[src/rtl/core/pras_pkg.sv]
// Types, constants and codes of the partial reliability ARQ sender.
`default_nettype none
package pras_pkg;

   localparam int WINDOW     = 5;
   localparam int PTR_W      = (WINDOW > 1) ? $clog2(WINDOW) : 1;
   localparam int CNT_W      = $clog2(WINDOW + 1);
   localparam int LOSS_STEP  = 100 / WINDOW;
   localparam int LOSS_W     = 7;
   localparam int TRIES_W    = 4;
   localparam int CSR_ADDR_W = 3;
   localparam int CSR_DATA_W = 32;

   localparam logic [LOSS_W-1:0]  MAX_LOSS_RESET  = 7'd20;
   localparam logic [TRIES_W-1:0] MAX_TRIES_RESET = 4'd10;

   typedef enum logic [1:0] {
      OP_SEND    = 2'd0,
      OP_PDU     = 2'd1,
      OP_TIMEOUT = 2'd2,
      OP_IGNORE  = 2'd3
   } op_type;

   typedef enum logic [1:0] {
      ST_ACKED       = 2'd0,
      ST_LOST_SINGLE = 2'd1,
      ST_FAILED      = 2'd2
   } status_type;

   typedef enum logic {
      CSR_MAX_LOSS  = 1'b0,
      CSR_MAX_TRIES = 1'b1
   } csr_index_type;

   typedef struct packed {
      logic [1:0] operation;
      logic       flag_syn;
      logic       flag_ack;
      logic       flag_fin;
      logic       ack_number;
   } req_item_type;

   typedef struct packed {
      logic              transmit;
      logic              tx_seq;
      logic              done_res;
      status_type        status;
      logic [LOSS_W-1:0] loss_percent;
   } rsp_item_type;

   typedef struct packed {
      logic en;
      logic delivered;
   } ring_wr_type;

endpackage
`default_nettype wire

[src/rtl/core/pras_if.sv]
// Request and response channel interfaces of the ARQ sender.
`default_nettype none
interface pras_req_if;
   logic       valid;
   logic       ready;
   logic [1:0] operation;
   logic       flag_syn;
   logic       flag_ack;
   logic       flag_fin;
   logic       ack_number;

   modport source (output valid, operation, flag_syn, flag_ack, flag_fin, ack_number,
                   input ready);
   modport sink   (input valid, operation, flag_syn, flag_ack, flag_fin, ack_number,
                   output ready);
endinterface

interface pras_rsp_if;
   logic                        valid;
   logic                        ready;
   logic                        transmit;
   logic                        tx_seq;
   logic                        done_res;
   logic [1:0]                  status;
   logic [pras_pkg::LOSS_W-1:0] loss_percent;

   modport source (output valid, transmit, tx_seq, done_res, status, loss_percent,
                   input ready);
   modport sink   (input valid, transmit, tx_seq, done_res, status, loss_percent,
                   output ready);
endinterface
`default_nettype wire

[src/rtl/core/partial_reliability_arq_sender.sv]
// Top level of the partial reliability stop-and-wait ARQ sender.
//
// Usage:
//   req_if carries events: a send request, an arrived PDU header (syn, ack,
//   fin flags and the acknowledged sequence bit) or an acknowledgement timeout.
//   rsp_if carries at most one result beat per event: transmit now, the
//   sequence bit, message done, the final status and the loss percent seen
//   at the send request. Events that change nothing (send while waiting,
//   PDU or timeout while idle, the unused operation code) give no beat.
//   The CSR port holds the tolerated loss percent (address 0) and the
//   allowed tries per message (address 4); write them while the block idles.
// Timing:
//   An event is registered in the input register on accept and decided
//   there; its result lands in the output register, which drives the beat.
//   One event per cycle is sustained unless a result beat stalls; the
//   decision logic (ring popcount, loss compare, try counter) is a single
//   registered stage.
// Reset:
//   Synchronous reset empties both stages, marks every ring entry delivered,
//   clears the sequence bits and try counters, and restores both registers.
// Backpressure:
//   A stalled result beat holds in the output register; one more event can
//   wait in the input register behind it, then req_if.ready drops.
`default_nettype none
module partial_reliability_arq_sender (
   input  wire logic                            clock,
   input  wire logic                            reset,
   pras_req_if.sink                             req_if,
   pras_rsp_if.source                           rsp_if,
   input  wire logic                            csr_psel,
   input  wire logic                            csr_penable,
   input  wire logic                            csr_pwrite,
   input  wire logic [pras_pkg::CSR_ADDR_W-1:0] csr_paddr,
   input  wire logic [pras_pkg::CSR_DATA_W-1:0] csr_pwdata,
   output logic      [pras_pkg::CSR_DATA_W-1:0] csr_prdata,
   output logic                                 csr_pready
);

   // configuration registers
   logic [pras_pkg::LOSS_W-1:0]  max_loss_ff;
   logic [pras_pkg::TRIES_W-1:0] max_tries_ff;
   pras_pkg::csr_index_type      csr_index;
   logic                         csr_write;

   // input stage
   logic                  in_valid_ff;
   pras_pkg::req_item_type in_item_ff;

   // protocol state
   logic                         next_seq_ff,   next_seq_in;
   logic                         out_seq_ff,    out_seq_in;
   logic                         waiting_ff,    waiting_in;
   logic [pras_pkg::TRIES_W-1:0] tries_done_ff, tries_done_in;
   logic [pras_pkg::TRIES_W-1:0] tries_allow_ff, tries_allow_in;

   // output stage
   logic                   rsp_valid_ff;
   pras_pkg::rsp_item_type rsp_item_ff;

   // decision
   logic                         advance;
   logic                         take;
   logic                         res_valid;
   pras_pkg::rsp_item_type       res_item;
   pras_pkg::ring_wr_type        ring_wr;
   logic [pras_pkg::LOSS_W-1:0]  loss_percent;
   logic                         good_ack;
   pras_pkg::op_type             op;

   // ---------------------------------------------------------------
   // CSR port: write on the access phase, read returns the register
   // ---------------------------------------------------------------
   assign csr_pready = 1'b1;
   assign csr_index  = pras_pkg::csr_index_type'(csr_paddr[2]);
   assign csr_write  = csr_psel && csr_penable && csr_pwrite && csr_pready;

   always_comb begin
      unique case (csr_index)
         pras_pkg::CSR_MAX_LOSS:  csr_prdata = pras_pkg::CSR_DATA_W'(max_loss_ff);
         pras_pkg::CSR_MAX_TRIES: csr_prdata = pras_pkg::CSR_DATA_W'(max_tries_ff);
         default:                 csr_prdata = '0;
      endcase
   end

   always_ff @(posedge clock) begin
      if (reset) begin
         max_loss_ff  <= pras_pkg::MAX_LOSS_RESET;
         max_tries_ff <= pras_pkg::MAX_TRIES_RESET;
      end else if (csr_write) begin
         unique case (csr_index)
            pras_pkg::CSR_MAX_LOSS:  max_loss_ff  <= csr_pwdata[pras_pkg::LOSS_W-1:0];
            pras_pkg::CSR_MAX_TRIES: max_tries_ff <= csr_pwdata[pras_pkg::TRIES_W-1:0];
            default: ;
         endcase
      end
   end

   // ---------------------------------------------------------------
   // Flow control: the input stage moves on whenever the output
   // register is empty or being drained this cycle.
   // ---------------------------------------------------------------
   assign advance      = !rsp_valid_ff || rsp_if.ready;
   assign take         = in_valid_ff && advance;
   assign req_if.ready = !in_valid_ff || advance;

   always_ff @(posedge clock) begin
      if (reset) begin
         in_valid_ff <= 1'b0;
      end else if (req_if.ready) begin
         in_valid_ff <= req_if.valid;
      end
   end

   always_ff @(posedge clock) begin
      if (req_if.valid && req_if.ready) begin
         in_item_ff.operation  <= req_if.operation;
         in_item_ff.flag_syn   <= req_if.flag_syn;
         in_item_ff.flag_ack   <= req_if.flag_ack;
         in_item_ff.flag_fin   <= req_if.flag_fin;
         in_item_ff.ack_number <= req_if.ack_number;
      end
   end

   // ---------------------------------------------------------------
   // Outcome ring and loss percent
   // ---------------------------------------------------------------
   pras_loss_ring u_loss_ring (
      .clock        (clock),
      .reset        (reset),
      .record       (ring_wr),
      .loss_percent (loss_percent)
   );

   // ---------------------------------------------------------------
   // Decision for the registered event
   // ---------------------------------------------------------------
   assign op       = pras_pkg::op_type'(in_item_ff.operation);
   assign good_ack = !in_item_ff.flag_syn && in_item_ff.flag_ack && !in_item_ff.flag_fin
                     && (in_item_ff.ack_number == out_seq_ff);

   always_comb begin
      next_seq_in    = next_seq_ff;
      out_seq_in     = out_seq_ff;
      waiting_in     = waiting_ff;
      tries_done_in  = tries_done_ff;
      tries_allow_in = tries_allow_ff;
      ring_wr        = '0;
      res_valid      = 1'b0;
      res_item       = '0;
      res_item.tx_seq = out_seq_ff;

      unique case (op)
         pras_pkg::OP_SEND: begin
            if (!waiting_ff) begin
               // single shot when recent loss is tolerated
               if (loss_percent < max_loss_ff) begin
                  tries_allow_in = pras_pkg::TRIES_W'(1);
               end else if (max_tries_ff == '0) begin
                  tries_allow_in = pras_pkg::TRIES_W'(1);
               end else begin
                  tries_allow_in = max_tries_ff;
               end
               out_seq_in            = next_seq_ff;
               next_seq_in           = !next_seq_ff;
               tries_done_in         = pras_pkg::TRIES_W'(1);
               waiting_in            = 1'b1;
               res_valid             = 1'b1;
               res_item.transmit     = 1'b1;
               res_item.tx_seq       = next_seq_ff;
               res_item.loss_percent = loss_percent;
            end
         end
         pras_pkg::OP_PDU,
         pras_pkg::OP_TIMEOUT: begin
            if (waiting_ff) begin
               res_valid = 1'b1;
               priority if (op == pras_pkg::OP_PDU && good_ack) begin
                  ring_wr.en        = 1'b1;
                  ring_wr.delivered = 1'b1;
                  waiting_in        = 1'b0;
                  res_item.done_res = 1'b1;
                  res_item.status   = pras_pkg::ST_ACKED;
               end else if (tries_done_ff < tries_allow_ff) begin
                  // retransmit, count the try
                  tries_done_in     = tries_done_ff + 1'b1;
                  res_item.transmit = 1'b1;
               end else begin
                  // give up: out of tries
                  ring_wr.en        = 1'b1;
                  ring_wr.delivered = 1'b0;
                  waiting_in        = 1'b0;
                  res_item.done_res = 1'b1;
                  res_item.status   = (tries_allow_ff == pras_pkg::TRIES_W'(1))
                                      ? pras_pkg::ST_LOST_SINGLE : pras_pkg::ST_FAILED;
               end
            end
         end
         pras_pkg::OP_IGNORE: ;
         default: ;
      endcase

      // drop every side effect unless the event is actually taken
      if (!take) begin
         ring_wr.en = 1'b0;
      end
   end

   always_ff @(posedge clock) begin
      if (reset) begin
         next_seq_ff    <= 1'b0;
         out_seq_ff     <= 1'b0;
         waiting_ff     <= 1'b0;
         tries_done_ff  <= '0;
         tries_allow_ff <= '0;
      end else if (take) begin
         next_seq_ff    <= next_seq_in;
         out_seq_ff     <= out_seq_in;
         waiting_ff     <= waiting_in;
         tries_done_ff  <= tries_done_in;
         tries_allow_ff <= tries_allow_in;
      end
   end

   // ---------------------------------------------------------------
   // Output register: hold while stalled, load on take
   // ---------------------------------------------------------------
   always_ff @(posedge clock) begin
      if (reset) begin
         rsp_valid_ff <= 1'b0;
      end else if (advance) begin
         rsp_valid_ff <= take && res_valid;
      end
   end

   always_ff @(posedge clock) begin
      if (take && res_valid) begin
         rsp_item_ff <= res_item;
      end
   end

   assign rsp_if.valid        = rsp_valid_ff;
   assign rsp_if.transmit     = rsp_item_ff.transmit;
   assign rsp_if.tx_seq       = rsp_item_ff.tx_seq;
   assign rsp_if.done_res     = rsp_item_ff.done_res;
   assign rsp_if.status       = rsp_item_ff.status;
   assign rsp_if.loss_percent = rsp_item_ff.loss_percent;

endmodule
`default_nettype wire

[src/rtl/core/pras_loss_ring.sv]
// Ring of recent message outcomes and the loss percent drawn from it.
`default_nettype none
module pras_loss_ring (
   input  wire logic                        clock,
   input  wire logic                        reset,
   input  wire pras_pkg::ring_wr_type       record,
   output logic [pras_pkg::LOSS_W-1:0]      loss_percent
);

   logic [pras_pkg::WINDOW-1:0] ring_ff;
   logic [pras_pkg::PTR_W-1:0]  ptr_ff;
   logic [pras_pkg::CNT_W-1:0]  lost_cnt;

   // 1 = delivered; count the lost entries
   always_comb begin
      lost_cnt = pras_pkg::CNT_W'($countones(~ring_ff));
      loss_percent = pras_pkg::LOSS_W'(lost_cnt) * pras_pkg::LOSS_W'(pras_pkg::LOSS_STEP);
   end

   always_ff @(posedge clock) begin
      if (reset) begin
         ring_ff <= '1;
         ptr_ff  <= '0;
      end else if (record.en) begin
         ring_ff[ptr_ff] <= record.delivered;
         if (ptr_ff == pras_pkg::PTR_W'(pras_pkg::WINDOW - 1)) begin
            ptr_ff <= '0;
         end else begin
            ptr_ff <= ptr_ff + 1'b1;
         end
      end
   end

endmodule
`default_nettype wire

[src/flat_wrapper.sv]
// flat-port wrapper written by rule: the top's interface ports become plain ports
module partial_reliability_arq_sender_flat 
  (clock, reset, csr_psel, csr_penable, csr_pwrite, csr_paddr, csr_pwdata, csr_prdata, csr_pready, req_if_valid, req_if_operation, req_if_flag_syn, req_if_flag_ack, req_if_flag_fin, req_if_ack_number, req_if_ready, rsp_if_valid, rsp_if_transmit, rsp_if_tx_seq, rsp_if_done_res, rsp_if_status, rsp_if_loss_percent, rsp_if_ready);
  pras_req_if req_if_i ();
  pras_rsp_if rsp_if_i ();
  input  wire logic clock;
  input  wire logic reset;
  input  wire logic csr_psel;
  input  wire logic csr_penable;
  input  wire logic csr_pwrite;
  input  wire logic [pras_pkg::CSR_ADDR_W-1:0] csr_paddr;
  input  wire logic [pras_pkg::CSR_DATA_W-1:0] csr_pwdata;
  output logic      [pras_pkg::CSR_DATA_W-1:0] csr_prdata;
  output logic csr_pready;
  input wire logic [$bits(req_if_i.valid)-1:0] req_if_valid;
  input wire logic [$bits(req_if_i.operation)-1:0] req_if_operation;
  input wire logic [$bits(req_if_i.flag_syn)-1:0] req_if_flag_syn;
  input wire logic [$bits(req_if_i.flag_ack)-1:0] req_if_flag_ack;
  input wire logic [$bits(req_if_i.flag_fin)-1:0] req_if_flag_fin;
  input wire logic [$bits(req_if_i.ack_number)-1:0] req_if_ack_number;
  output wire logic [$bits(req_if_i.ready)-1:0] req_if_ready;
  output wire logic [$bits(rsp_if_i.valid)-1:0] rsp_if_valid;
  output wire logic [$bits(rsp_if_i.transmit)-1:0] rsp_if_transmit;
  output wire logic [$bits(rsp_if_i.tx_seq)-1:0] rsp_if_tx_seq;
  output wire logic [$bits(rsp_if_i.done_res)-1:0] rsp_if_done_res;
  output wire logic [$bits(rsp_if_i.status)-1:0] rsp_if_status;
  output wire logic [$bits(rsp_if_i.loss_percent)-1:0] rsp_if_loss_percent;
  input wire logic [$bits(rsp_if_i.ready)-1:0] rsp_if_ready;
  assign req_if_i.valid = req_if_valid;
  assign req_if_i.operation = req_if_operation;
  assign req_if_i.flag_syn = req_if_flag_syn;
  assign req_if_i.flag_ack = req_if_flag_ack;
  assign req_if_i.flag_fin = req_if_flag_fin;
  assign req_if_i.ack_number = req_if_ack_number;
  assign req_if_ready = req_if_i.ready;
  assign rsp_if_valid = rsp_if_i.valid;
  assign rsp_if_transmit = rsp_if_i.transmit;
  assign rsp_if_tx_seq = rsp_if_i.tx_seq;
  assign rsp_if_done_res = rsp_if_i.done_res;
  assign rsp_if_status = rsp_if_i.status;
  assign rsp_if_loss_percent = rsp_if_i.loss_percent;
  assign rsp_if_i.ready = rsp_if_ready;
  partial_reliability_arq_sender u_core (.clock(clock), .reset(reset), .req_if(req_if_i), .rsp_if(rsp_if_i), .csr_psel(csr_psel), .csr_penable(csr_penable), .csr_pwrite(csr_pwrite), .csr_paddr(csr_paddr), .csr_pwdata(csr_pwdata), .csr_prdata(csr_prdata), .csr_pready(csr_pready));
endmodule
[config.mk]
export PLATFORM = sky130hd
export DESIGN_NAME = partial_reliability_arq_sender_flat
export DESIGN_NICKNAME = d
export VERILOG_FILES = /design/src/rtl/core/pras_pkg.sv /design/src/rtl/core/pras_if.sv /design/src/rtl/core/partial_reliability_arq_sender.sv /design/src/rtl/core/pras_loss_ring.sv /design/src/flat_wrapper.sv
export SDC_FILE = /design/constraint.sdc
export NUM_CORES = 1
export LEC_CHECK = 0
export ABC_CLOCK_PERIOD_IN_PS = 4050
export BUFFER_PORTS_ARGS = -buffer_cell sky130_fd_sc_hd__buf_2
export CELL_PAD_IN_SITES_DETAIL_PLACEMENT = 0
export CELL_PAD_IN_SITES_GLOBAL_PLACEMENT = 1
export CORE_AREA = 8 8 114 116
export DETAILED_ROUTE_END_ITERATION = 8
export DIE_AREA = 0 0 122 124
export PLACE_DENSITY = 0.65
export SYNTH_ARGS = -nofsm -noshare
export SYNTH_HDL_FRONTEND = slang
export SYNTH_HIERARCHICAL = 1
export SYNTH_SLANG_ARGS = --single-unit
[constraint.sdc]
create_clock -name clock -period 4.05 [get_ports clock]
set_input_delay 0.2025 -clock clock [delete_from_list [all_inputs] [get_ports clock]]
set_output_delay 0.2025 -clock clock [all_outputs]
set_load 0.02 [all_outputs]
---- Yosys cells after proc, flatten, opt, wreduce, memory -nomap -nowiden ----
Index checks and enable logic that the tools add are counted.
cells by class
  equality and inequality tests ........... 9
  reduce and logical (&&, ||, !) cells .... 29
  multiply operators ...................... 1
  muxes and demuxes ....................... 30
  $add $sub $neg .......................... 6
  magnitude comparators ................... 4
  bitwise operators ....................... 5
operators by type and width
  operator                                               number
  one-hot mux 32 bit (2 select lines)                    1
  two-way mux 4 bit                                      6
  two-way mux 2 bit                                      6
  logical AND 1 bit                                      10
  two-way mux 3 bit                                      3
  two-way mux 1 bit                                      8
  one-hot mux 4 bit (2 select lines)                     1
  AND reduction 2 bit                                    4
  < comparator 7 bit                                     1
  one-hot mux 1 bit (2 select lines)                     3
  AND reduction 6 bit                                    1
  bitwise mux 5 bit                                      1
  logical NOT 1 bit                                      5
  multiplier 3 x 3 -> 5 bit, second input constant       1
  inverter 5 bit                                         1
  adder 1 x 1 -> 2 bit                                   2
  adder 4 x 1 -> 4 bit, second input constant            1
  equality test 4 x 1 -> 1 bit, second input constant    1
  logical NOT 4 bit                                      1
  < comparator 3 x 4 -> 1 bit, second input constant     1
  < comparator 4 bit                                     1
  inequality test 2 x 1 -> 1 bit, second input constant  2
  inequality test 2 bit, second input constant           2
  inverter 1 bit                                         4
  other kinds (15)                                       17
word-level totals
  output and inout port bits .............. 47
  input bits .............................. 48
  word-level logic and storage cells ...... 106
  bits in registers ....................... 50

---- Depth between registers and ports, before layout ----
Gate-level depths: netlist of the first run.
  word-level depth ........................ 9
  gate-level depth with buffers ........... 12
  gate-level depth less buffers ........... 12

---- Modules after synthesis ----
Netlist of the first run, hierarchy kept.
by module, submodules not included
  module                          times used  seq. area each (sq um)  area each (sq um)  cells each
  partial_reliability_arq_sender  1           1021.0                  2225.9             232
  pras_loss_ring                  1           160.2                   518.0              55

---- Worst setup path before layout of the first run ----
Ideal clock, no wire load.
  path type ............................... reg2reg
  start point ............................. register u_core/u_loss_ring/ring_ff[0] (netlist name)
  end point ............................... register u_core/tries_allow_ff[1] (netlist name)
  required time ........................... 3980 ps
  buffers on the path ..................... 0
  data arrival time ....................... 2747 ps
  cell stages (with the launch flop) ...... 12
  period minus slack after synthesis ...... 2817 ps
  path slack .............................. 1233 ps
  setup time .............................. 70 ps
  cells stage by stage .................... dfxtp_1 -> inv_1 -> fa_1 -> fa_1 -> ha_1 -> ha_1 -> xor2_1 -> ha_1 -> nand2_1 -> o31ai_1 -> nand3_1 -> a21oi_1
between the ends
  cells in the longest elaborated chain, start to end .. 7
RTL lines
  what                                        RTL line                               text
  start: declaration                          pras_loss_ring.sv:10                   logic [pras_pkg::WINDOW-1:0] ring_ff;
  start signal: indexed assignment            pras_loss_ring.sv:25                   ring_ff[ptr_ff] <= record.delivered;
  inverter 5 bit                              pras_loss_ring.sv:16                   lost_cnt = pras_pkg::CNT_W'($countones(~ring_ff));
  adder 1 x 1 -> 2 bit (implied by the code)  pras_loss_ring.sv:16
  adder 2 x 2 -> 3 bit (implied by the code)  pras_loss_ring.sv:16
  adder 3 x 1 -> 3 bit (implied by the code)  pras_loss_ring.sv:16
  multiplier 3 x 3 -> 5 bit                   pras_loss_ring.sv:17                   loss_percent = pras_pkg::LOSS_W'(lost_cnt) * pras_pkg::LOSS_W'(pras_pkg::LOSS_STEP);
  via u_core.loss_percent, one bit            partial_reliability_arq_sender.sv:66   logic [pras_pkg::LOSS_W-1:0] loss_percent;
  < comparator 7 bit                          partial_reliability_arq_sender.sv:156  if (loss_percent < max_loss_ff) begin
  two-way mux 4 bit                           partial_reliability_arq_sender.sv:156
  end signal: assignment                      partial_reliability_arq_sender.sv:220  tries_allow_ff <= tries_allow_in;
  end: declaration                            partial_reliability_arq_sender.sv:54   logic [pras_pkg::TRIES_W-1:0] tries_allow_ff, tries_allow_in;
The timed path passes the listed nets, and every way through them passes these cells.
A chain may end at the register's enable or synchronous reset.

---- Final worst setup path of the first run ----
  start point ............................. register u_core/u_loss_ring/ring_ff[0] (netlist name)
  end point ............................... register u_core/tries_allow_ff[3] (netlist name)
The elaborated chain is that of the path after synthesis.

==> results of run 1 <==
[layout make-up]
type                            instances  area, um2  area share [%]
Tap cell                              143        179            5.66
Timing Repair Buffer                   43        220            6.97
Clock inverter                          1       6.26           0.198
Multi-Input combinational cell        206       1340            42.3
Sequential cell                        50       1180            37.4
Inverter                               22       82.6            2.61
Clock buffer                            7        154            4.87
[flip-flops by register name, summed over array words and instances (netlist names)]
signal                      cells
u_core/max_loss_ff              7
u_core/next_seq_ff              1
u_core/in_valid_ff              1
u_core/u_loss_ring/ptr_ff       3
u_core/rsp_if.status            2
u_core/tries_allow_ff           4
u_core/in_item_ff               4
u_core/tries_done_ff            4
u_core/rsp_if.done_res          1
u_core/out_seq_ff               1
u_core/waiting_ff               1
u_core/rsp_if.loss_percent      7
u_core/u_loss_ring/ring_ff      5
u_core/rsp_if.transmit          1
u_core/rsp_if.tx_seq            1
u_core/rsp_if.valid             1
u_core/max_tries_ff             4
u_core/op                       2
[per-stage QoR]
stage,setup slack (ns),std cells
floorplan,1.23,312
global placement,0.955,464
detailed placement,0.909,464
CTS,0.885,472
global route,0.671,472
finish,0.894,472
[cells in the final DEF, fill, tap and decap left out, types with 10 or more instances in the layout]
cell,synthesis,routed
buf_2,0,41
dfxtp_1,32,32
nor2_1,28,28
conb_1,3,28
inv_1,21,21
nand2_1,18,18
a21oi_1,18,18
ha_1,18,18
edfxtp_1,18,18
nand3_1,10,10
mux2i_1,10,10
[how the worst max path moves through the flow]
stage,depth (start not counted),start,end
global placement,11,u_core/u_loss_ring/ring_ff[0]$_SDFFE_PP1P_,u_core/tries_allow_ff[3]$_SDFFE_PP0P_
floorplan,11,u_core/u_loss_ring/ring_ff[0]$_SDFFE_PP1P_,u_core/tries_allow_ff[1]$_SDFFE_PP0P_
finish,11,u_core/u_loss_ring/ring_ff[0]$_SDFFE_PP1P_,u_core/tries_allow_ff[3]$_SDFFE_PP0P_
global route,11,u_core/u_loss_ring/ring_ff[0]$_SDFFE_PP1P_,u_core/tries_allow_ff[3]$_SDFFE_PP0P_
CTS,11,u_core/u_loss_ring/ring_ff[0]$_SDFFE_PP1P_,u_core/tries_allow_ff[3]$_SDFFE_PP0P_
detailed placement,11,u_core/u_loss_ring/ring_ff[0]$_SDFFE_PP1P_,u_core/tries_allow_ff[3]$_SDFFE_PP0P_
[power by group through the flow]
| stage | Clock [mW] | Sequential [mW] | Combinational (mW) |
|---|---|---|---|
| 6_report | 0.447 | 0.538 | 0.0985 |
| 5_1_grt | 0.488 | 0.540 | 0.110 |
| 4_1_cts | 0.467 | 0.538 | 0.0986 |
| 3_5_place_dp | 0 | 0.550 | 0.0981 |
| 3_3_place_gp | 0 | 0.550 | 0.0977 |
| 2_1_floorplan | 0 | 0.550 | 0.0883 |
[kinds of logic after synthesis]
logic type / Yosys count
and+or+nand+nor: 103
buffers and inverters: 56
DFF: 50
AOI/OAI and AO/OA: 41
adders and majority gates: 20
muxes: 11
other: 3
xor gates and xnor gates: 3
[worst max-delay path: stages (launching register included)]
cell and delay (ns):
dfxtp_1 0.33, inv_1 0.06, fa_1 0.52, fa_1 0.44
ha_1 0.20, ha_1 0.21, xor2_1 0.18, ha_1 0.28
nand2_1 0.07, o31ai_1 0.52, nand3_1 0.15, a21oi_1 0.13
[metal layers]
layer  up-vias  part of all wire [%]  GRT usage, %
li1       1010                     -             -
met1       911                    48          10.5
met2        49                    45          12.6
met3        10                   5.0          2.27
met4         0                   1.6          3.08
met5         -                     0             0
==> results.cfg, run 1 <==
[floorplan]
num_rows = 39
die_w_um = 122
initial_core_util_pct = 24.6
dieArea_um2 = 15100
io_pins = 95
fp.dieH_um = 124
coreArea_um2 = 11200

[power]
power.leakage_nw = 1.37
seqPwrFrac_pct = 49.7
total_power_mw = 1.08
switchingPower_mw = 0.257
irDropWorstVdd_mv = 0.186
p_sw_share_pct = 23.7
internal_power_mw = 0.827
clkPwrFrac_pct = 41.3
combPwrFrac_pct = 9.1
powerDensity_nw_per_um2 = 343

[cts]
path_clk_slew_ns = 0.07
cts_resized = 0
cts_setup_buffers = 0
ctsHtreeMaxLevel = 2
tritoncts = yes
cts_buffers = 5
cts.sinks = 50
hold_buffers = 0
cts_root_buf = clkbuf_16
clock_latency_ns = 0.28
cts_buffer_depth = 2

[min_path]
holdPathEnd = u_core/in_item_ff[1]$_DFFE_PP_
min_from = req_if_flag_fin
holdPathStages = 1
hold_path.class = in -> reg

[sta]
holdWs_ns = 0.0900
final_max_slew_viol_count = 0
slew_headroom_pct = 55.4
max_freq_mhz = 317
finalClockSkew_ns = 0.00422
timing_hold_violations_final = 0
rsz0062_at_grt = no
finalCritPeriodShare_pct = 77.9
setup_viol = 0
tightest_slew_ns = 0.669
setup_tns_ns = 0
period_needed_ns = 3.16

[synth]
synth_cells = 287
synth-async-reset-ratio_pct = 0
synth_ff_type = dfxtp_1
yosys-top-cells-count = dfxtp_1 (32), buf_4 (29), nor2_1 (28)
synth-xor-area-share_pct = 0.958
synth_edf_count = 18
yosysWarnings = 6
synth_area_leaders = dfxtp_1 (23%), edfxtp_1 (20%), ha_1 (8.2%)
netlist_area_um2 = 2740
synth_top_area_share_pct = 23.3
synth_area_per_cell_um2 = 9.56
synth-compound-area-share_pct = 9.62
netlist.top_cell.by_area = dfxtp_1
synth_fa_ha_area_share_pct = 9.67
muxShareOfSynthArea_pct = 4.06
synth_top_family_by_area = simple AND/OR/NAND/NOR gates
yosysMostFrequentCell = dfxtp_1
synth_seq_cells = 50
synth-simple-area-share_pct = 20.6
seq_area_frac_synth_pct = 43.0
synth.distinct_cells = 47

[layout]
final_nets = 396
drive_above_1_share_pct = 18.2
fin_util_pct = 28.3
fillers = 1193
design_area_um2 = 3160
area_growth_pct = 15.1
diodes = 0

[grt]
track_usage_pct = 8.11
grt_first_pass_wirelength_um = 9670
grt_overflow = 0
grt_max_degree = 37
antenna_found_initial = 0
grt_pass1_vias = 2007

[critical_path]
worstReg2RegEnd = u_core/tries_allow_ff[3]$_SDFFE_PP0P_
arrival_ns = 3.37
r2r-start = u_core/u_loss_ring/ring_ff[0]$_SDFFE_PP1P_
required_ns = 4.27
worstSetupEndpointType = flop
start_kind = flop
path_max_fanout = 4
r2r_slack_ns = 0.89
r2r_cells = 11
worstSetupPathType = reg -> reg

[outcome]
status = finished, final reports clean

[place]
gp_routability_congestion = 0.766
io_buffers = 41
placed_area_um2 = 3000
dp_hpwl_um = 4750

[route]
ant_nets = 0
drt_first_pass_iters = 4
routed_via_density = 4.19
wl_per_cell_um = 12.6
drc_errors = 0
drtIter0Drc = 61
vias = 1980
drt_wl_total_um = 5950

[flow_run]
maxCapViolCount = 0
No activity file was read; power rests on OpenSTA's default activity.
==> inputs of run 2 (changes only) <==
--- a/config.mk
+++ b/config.mk
@@ -5,14 +5,14 @@
 export SDC_FILE = /design/constraint.sdc
 export NUM_CORES = 1
 export LEC_CHECK = 0
-export ABC_CLOCK_PERIOD_IN_PS = 4050
+export ABC_CLOCK_PERIOD_IN_PS = 2700
 export BUFFER_PORTS_ARGS = -buffer_cell sky130_fd_sc_hd__buf_2
 export CELL_PAD_IN_SITES_DETAIL_PLACEMENT = 0
 export CELL_PAD_IN_SITES_GLOBAL_PLACEMENT = 1
 export CORE_AREA = 8 8 114 116
 export DETAILED_ROUTE_END_ITERATION = 8
 export DIE_AREA = 0 0 122 124
-export PLACE_DENSITY = 0.65
+export PLACE_DENSITY = 0.67
 export SYNTH_ARGS = -nofsm -noshare
 export SYNTH_HDL_FRONTEND = slang
 export SYNTH_HIERARCHICAL = 1
==> constraint.sdc (replaced) <==
create_clock -name clock -period 2.7 [get_ports clock]
set_input_delay 0.135 -clock clock [delete_from_list [all_inputs] [get_ports clock]]
set_output_delay 0.135 -clock clock [all_outputs]
set_load 0.02 [all_outputs]
==> run 2 against run 1 <==
- core utilization rose by 1.1 points
- critical path depth decreased by 1
- clock-buffer cell count decreased by 2
- clock skew is 0.0014 ns lower
- cell area increased by 4.0%
- non-clock buffer count is 4 higher
- clock power up 80%
- critical path type unchanged
==> results.cfg, run 2 (synthesized netlist as in run 1, its figures left out) <==
[outcome]
status = finished, final reports clean

[floorplan]
dieArea_um2 = 15100
num_rows = 39
fp.dieH_um = 124
initial_core_util_pct = 24.6
die_w_um = 122
coreArea_um2 = 11200
io_pins = 95

[cts]
cts_root_buf = clkbuf_16
path_clk_slew_ns = 0.07
cts_buffers = 5
tritoncts = yes
cts_buffer_depth = 2
clock_latency_ns = 0.28
cts.sinks = 50
ctsHtreeMaxLevel = 2

[critical_path]
cp_top_family = adder cells
required_ns = 2.91
crit_chain = inv_2, fa_1, fa_2, ha_4, xor2_2, ha_1, nand2_2, o31ai_4, nand3_1, a21oi_1
cpPeakStageDelay_ns = 0.54
startpoint = u_core/u_loss_ring/ring_ff[3]$_SDFFE_PP1P_
path_max_fanout = 4
worstSetupPathType = reg -> reg
worstSetupEndpointType = flop
r2r-start = u_core/u_loss_ring/ring_ff[3]$_SDFFE_PP1P_
worst-path-buf-inv = 1
start_kind = flop
arrival_ns = 2.90
cp_slowest_cell = fa_1

[power]
power.leakage_nw = 1.39
irDropWorstVdd_mv = 0.284
p_sw_share_pct = 22.3
seqPwrFrac_pct = 45.8
powerDensity_nw_per_um2 = 537
internal_power_mw = 1.37
clkPwrFrac_pct = 45.6
switchingPower_mw = 0.394
combPwrFrac_pct = 8.6

[min_path]
min_from = req_if_operation[1]
hold_path.class = in -> reg

[layout]
fin_util_pct = 29.4
area_growth_pct = 19.7
fillers = 1188
layout_commonest_cell = buf_2
final_nets = 400
instances_no_fill = 476
diodes = 0
final_cell_mix = buf_2 (41), dfxtp_1 (30), nor2_1 (28), conb_1 (28), inv_1 (20)
drive_above_1_share_pct = 22.2

[sta]
finalClockSkew_ns = 0.00284
final_max_slew_viol_count = 0
rsz0062_at_grt = yes
holdWs_ns = 0.0281
period_needed_ns = 2.69
fin_ws_ns = 0.00894
setup_viol = 0
finalCritPeriodShare_pct = 99.7
timing_hold_violations_final = 0
max_freq_mhz = 372
slew_headroom_pct = 54.2
tightest_slew_ns = 0.688

[route]
drt_wl_total_um = 6150
routed_via_density = 4.22
drtIter0Drc = 84
vias = 2010
drt_first_pass_iters = 4
ant_nets = 0
drc_errors = 0
wl_per_cell_um = 12.9

[place]
placedCellCount = 468
io_buffers = 41
dpl_worst_slack_ns = -0.124
dp_hpwl_um = 4700
gp_routability_congestion = 0.752

[grt]
grt_overflow = 0
antenna_found_initial = 0
track_usage_pct = 8.20
grt_max_degree = 37
grt_first_pass_wirelength_um = 9860
grt_pass1_vias = 2020

[flow_run]
maxCapViolCount = 0
run 2: cell types whose count changed in the layout (fill, tap and decap cells not counted), sizes merged:
cell | previous run | this run
buf | 43 | 47
inv | 23 | 22
bufinv | 0 | 2
clkbuf | 7 | 5
clkinv | 0 | 1
run 2: worst reg2reg max path, delay by kind of cell, from the launching register on:
family | cells | cell delay, ns
simple gates | 2 | 0.19
compound gates | 2 | 0.42
flops | 1 | 0.34
xor+xnor | 1 | 0.14
fa+ha+maj | 4 | 1.48
buf+inv | 1 | 0.04
run 2: final timing paths:
kind	end	slack, ns	cells past startpoint
worst max-delay path	u_core/tries_allow_ff[1]$_SDFFE_PP0P_	0.009	10
worst min-delay path	u_core/op[1]$_DFFE_PP_	0.03	1
worst max register to register	u_core/tries_allow_ff[1]$_SDFFE_PP0P_	0.009	10
worst min register to register	u_core/out_seq_ff$_SDFFE_PP0P_	0.48	2
run 2: what timing repair did:
item                                    4_1_cts  5_1_grt
hold buffers                                  0        0
setup buffers                                 0        0
resized for setup                             8        1
cloned                                        0        0
endpoints found under the setup margin        4        4
pin swaps                                    12        3
run 2: stage by stage:
stage	area [um2]	total power, mW	setup TNS, ns
5_1_grt	3280	1.83	-0.375
6_report	3280	1.76	0
3_3_place_gp	3050	0.974	-0.277
3_5_place_dp	3050	0.974	-0.417
2_1_floorplan	2850	0.959	0
4_1_cts	3270	1.78	-0.00959
run 2: per-layer routing:
| metal | share of wire [%] | GRT usage (%) | wire, um |
|---|---|---|---|
| met1 | 44 | 9.96 | 2690 |
| met2 | 49 | 13.8 | 3010 |
| met3 | 5.7 | 2.18 | 351 |
| met4 | 1.5 | 2.78 | 95 |
| met5 | 0 | 0 | 0 |
run 2: layout make-up:
type                       count  area, um2  share of cell area, %
clock inverter                 3       63.8                   1.94
timing repair buffer          47        250                   7.62
clock buffer                   5        125                   3.81
tap                          143        179                   5.45
inverter                      22       82.6                   2.51
multi-input combinational    206       1400                   42.6
sequential                    50       1180                   36.0
run 2: power by group through the flow:
| stage | Combinational (mW) | Sequential [mW] | Clock, mW |
|---|---|---|---|
| 2_1_floorplan | 0.133 | 0.826 | 0 |
| 3_3_place_gp | 0.149 | 0.825 | 0 |
| 3_5_place_dp | 0.149 | 0.825 | 0 |
| 4_1_cts | 0.152 | 0.808 | 0.824 |
| 5_1_grt | 0.169 | 0.810 | 0.848 |
| 6_report | 0.152 | 0.808 | 0.804 |
==> inputs of run 3 (changes only) <==
--- a/config.mk
+++ b/config.mk
@@ -9,10 +9,10 @@
 export BUFFER_PORTS_ARGS = -buffer_cell sky130_fd_sc_hd__buf_2
 export CELL_PAD_IN_SITES_DETAIL_PLACEMENT = 0
 export CELL_PAD_IN_SITES_GLOBAL_PLACEMENT = 1
-export CORE_AREA = 8 8 114 116
+export CORE_AREA = 8 8 99 101
 export DETAILED_ROUTE_END_ITERATION = 8
-export DIE_AREA = 0 0 122 124
-export PLACE_DENSITY = 0.67
+export DIE_AREA = 0 0 107 109
+export PLACE_DENSITY = 0.84
 export SYNTH_ARGS = -nofsm -noshare
 export SYNTH_HDL_FRONTEND = slang
 export SYNTH_HIERARCHICAL = 1
==> run 3 against run 2 <==
- the run now ends with negative setup slack left
- critical path depth fell by 1
- clock skew is 0.00099 ns higher
- routed wire length is 4.7% lower
- die area fell by 23%
- combinational power up 4%
- global-route usage up 1.8 points
- cell area fell by 2.6%
- register-to-register slack worse by 0.04 ns
- worst hold slack worse by 0.0050 ns
- cell count fell by 6.1%
- clock power down 45%
- critical endpoint unchanged
- largest power group unchanged
- highest routed layer unchanged
==> results.cfg, run 3 (synthesized netlist as in run 1, its figures left out) <==
[outcome]
status = complete, but fails checks
failed_checks = negative setup slack

[place]
placed_area_um2 = 3000
dp_hpwl_um = 4340
gp_routability_congestion = 0.830
io_buffers = 41

[critical_path]
crit_chain = inv_2, fa_1, fa_2, ha_4, ha_4, o211ai_1, o31ai_4, nand3_1, a21oi_1
r2r_slack_ns = -0.03
path_max_fanout = 4
crit_path_frequent_cell = ha_4
worstSetupPathType = reg -> reg
startpoint = u_core/u_loss_ring/ring_ff[0]$_SDFFE_PP1P_
cpPeakStageDelay_ns = 0.59
worstReg2RegEnd = u_core/tries_allow_ff[1]$_SDFFE_PP0P_
r2r-start = u_core/u_loss_ring/ring_ff[0]$_SDFFE_PP1P_
cp_slowest_cell = fa_2
start_kind = flop
r2r_cells = 9
required_ns = 2.93
worstSetupEndpointType = flop
arrival_ns = 2.96

[sta]
finalCritPeriodShare_pct = 101
setup_viol = 3
holdWs_ns = 0.0231
slew_headroom_pct = 55.6
fin_ws_ns = -0.0281
period_needed_ns = 2.73
timing_hold_violations_final = 0
finalClockSkew_ns = 0.00383
final_max_slew_viol_count = 0
tightest_slew_ns = 0.666
rsz0062_at_grt = yes
max_freq_mhz = 367

[cts]
cts.sinks = 50
ctsHtreeMaxLevel = 2
cts_buffers = 5
path_clk_slew_ns = 0.10
tritoncts = yes
clock_latency_ns = 0.30
cts_root_buf = clkbuf_8
cts_buffer_depth = 2

[layout]
final_cell_mix = buf_2 (41), dfxtp_1 (29), nor2_1 (28), conb_1 (28), inv_1 (20)
drive_above_1_share_pct = 22.4
design_area_um2 = 3200
final_nets = 406
layout_commonest_cell = buf_2
diodes = 0
area_growth_pct = 16.6

[grt]
grt_pass1_vias = 2024
antenna_found_initial = 0
grt_overflow = 0
grt_first_pass_wirelength_um = 9360
grt_max_degree = 37
track_usage_pct = 9.95

[floorplan]
initial_core_util_pct = 32.7
die_w_um = 107
fp.dieH_um = 109
coreArea_um2 = 8380
dieArea_um2 = 11700
num_rows = 34
io_pins = 95

[power]
irDropWorstVdd_mv = 0.269
power.leakage_nw = 1.36
powerDensity_nw_per_um2 = 440

[min_path]
min_from = req_if_flag_ack
hold_path.class = in -> reg
holdPathStages = 1
holdPathEnd = u_core/in_item_ff[2]$_DFFE_PP_

[flow_run]
maxCapViolCount = 0

[route]
vias = 2031
ant_nets = 0
drtIter0Drc = 82
routed_via_density = 4.54
drc_errors = 0
drt_first_pass_iters = 7
drt_wl_total_um = 5860
wl_per_cell_um = 13.1
run 3: worst max-delay path: cells and delay by family, from the launching register on:
kind | cells | cell delay (ns)
adder cells (fa/ha/maj) | 4 | 1.58
AO/OA/AOI/OAI | 3 | 0.59
flip-flops | 1 | 0.34
AND/OR/NAND/NOR | 1 | 0.11
buffers and inverters | 1 | 0.04
run 3: metal layers:
metal	up-vias	global-route usage (%)	share of wire [%]
met5	-	0	0
met4	0	3.52	1.3
met3	4	2.96	5.6
met2	54	17.9	50
met1	942	10.9	43
li1	1031	-	-
run 3: area by class of cell:
| cell class | instances | area [um2] |
|---|---|---|
| clock inverters | 3 | 20.0 |
| well taps | 108 | 135 |
| clock buffers | 5 | 68.8 |
| fillers | 838 | 5180 |
| flip-flops and latches | 50 | 1180 |
| inverters | 22 | 82.6 |
| repair buffers | 53 | 308 |
| multi-input cells | 206 | 1400 |
run 3: worst max-delay path by stage:
stage / end / slack, ns / depth (start not counted)
final: u_core/tries_allow_ff[1]$_SDFFE_PP0P_ / -0.03 / 9
after global routing: u_core/tries_allow_ff[1]$_SDFFE_PP0P_ / -0.11 / 9
after CTS: u_core/tries_allow_ff[1]$_SDFFE_PP0P_ / -0.04 / 11
after detailed placement: u_core/tries_allow_ff[1]$_SDFFE_PP0P_ / -0.16 / 12
after global placement: u_core/tries_allow_ff[3]$_SDFFE_PP0P_ / -0.10 / 12
after floorplan: u_core/tries_allow_ff[1]$_SDFFE_PP0P_ / 0.01 / 12
run 3: metrics by stage:
stage / std cells / setup WS (ns) / power (mW) / TNS (ns) / util [%]
6_report: 447 / -0.0281 / 1.41 / -0.0600 / 38.2
3_5_place_dp: 433 / -0.160 / 0.974 / -0.584 / 35.8
3_3_place_gp: 433 / -0.100 / 0.970 / -0.373 / 35.8
4_1_cts: 445 / -0.0354 / 1.43 / -0.0539 / 37.8
5_1_grt: 447 / -0.113 / 1.48 / -0.419 / 38.2
2_1_floorplan: 312 / 0.0135 / 0.959 / 0 / -
run 3: report_power, final:
part	switching, mW	internal (mW)
Clock	0.260	0.183
Combinational	0.107	0.0507
Sequential	0.0115	0.796
run 3: timing repair:
action	4_1_cts	5_1_grt
endpoints found under the hold margin	3	2
buffers inserted	1	0
gates resized for setup	9	1
setup endpoints to repair	4	4
pin swaps	14	2
hold buffers	3	2
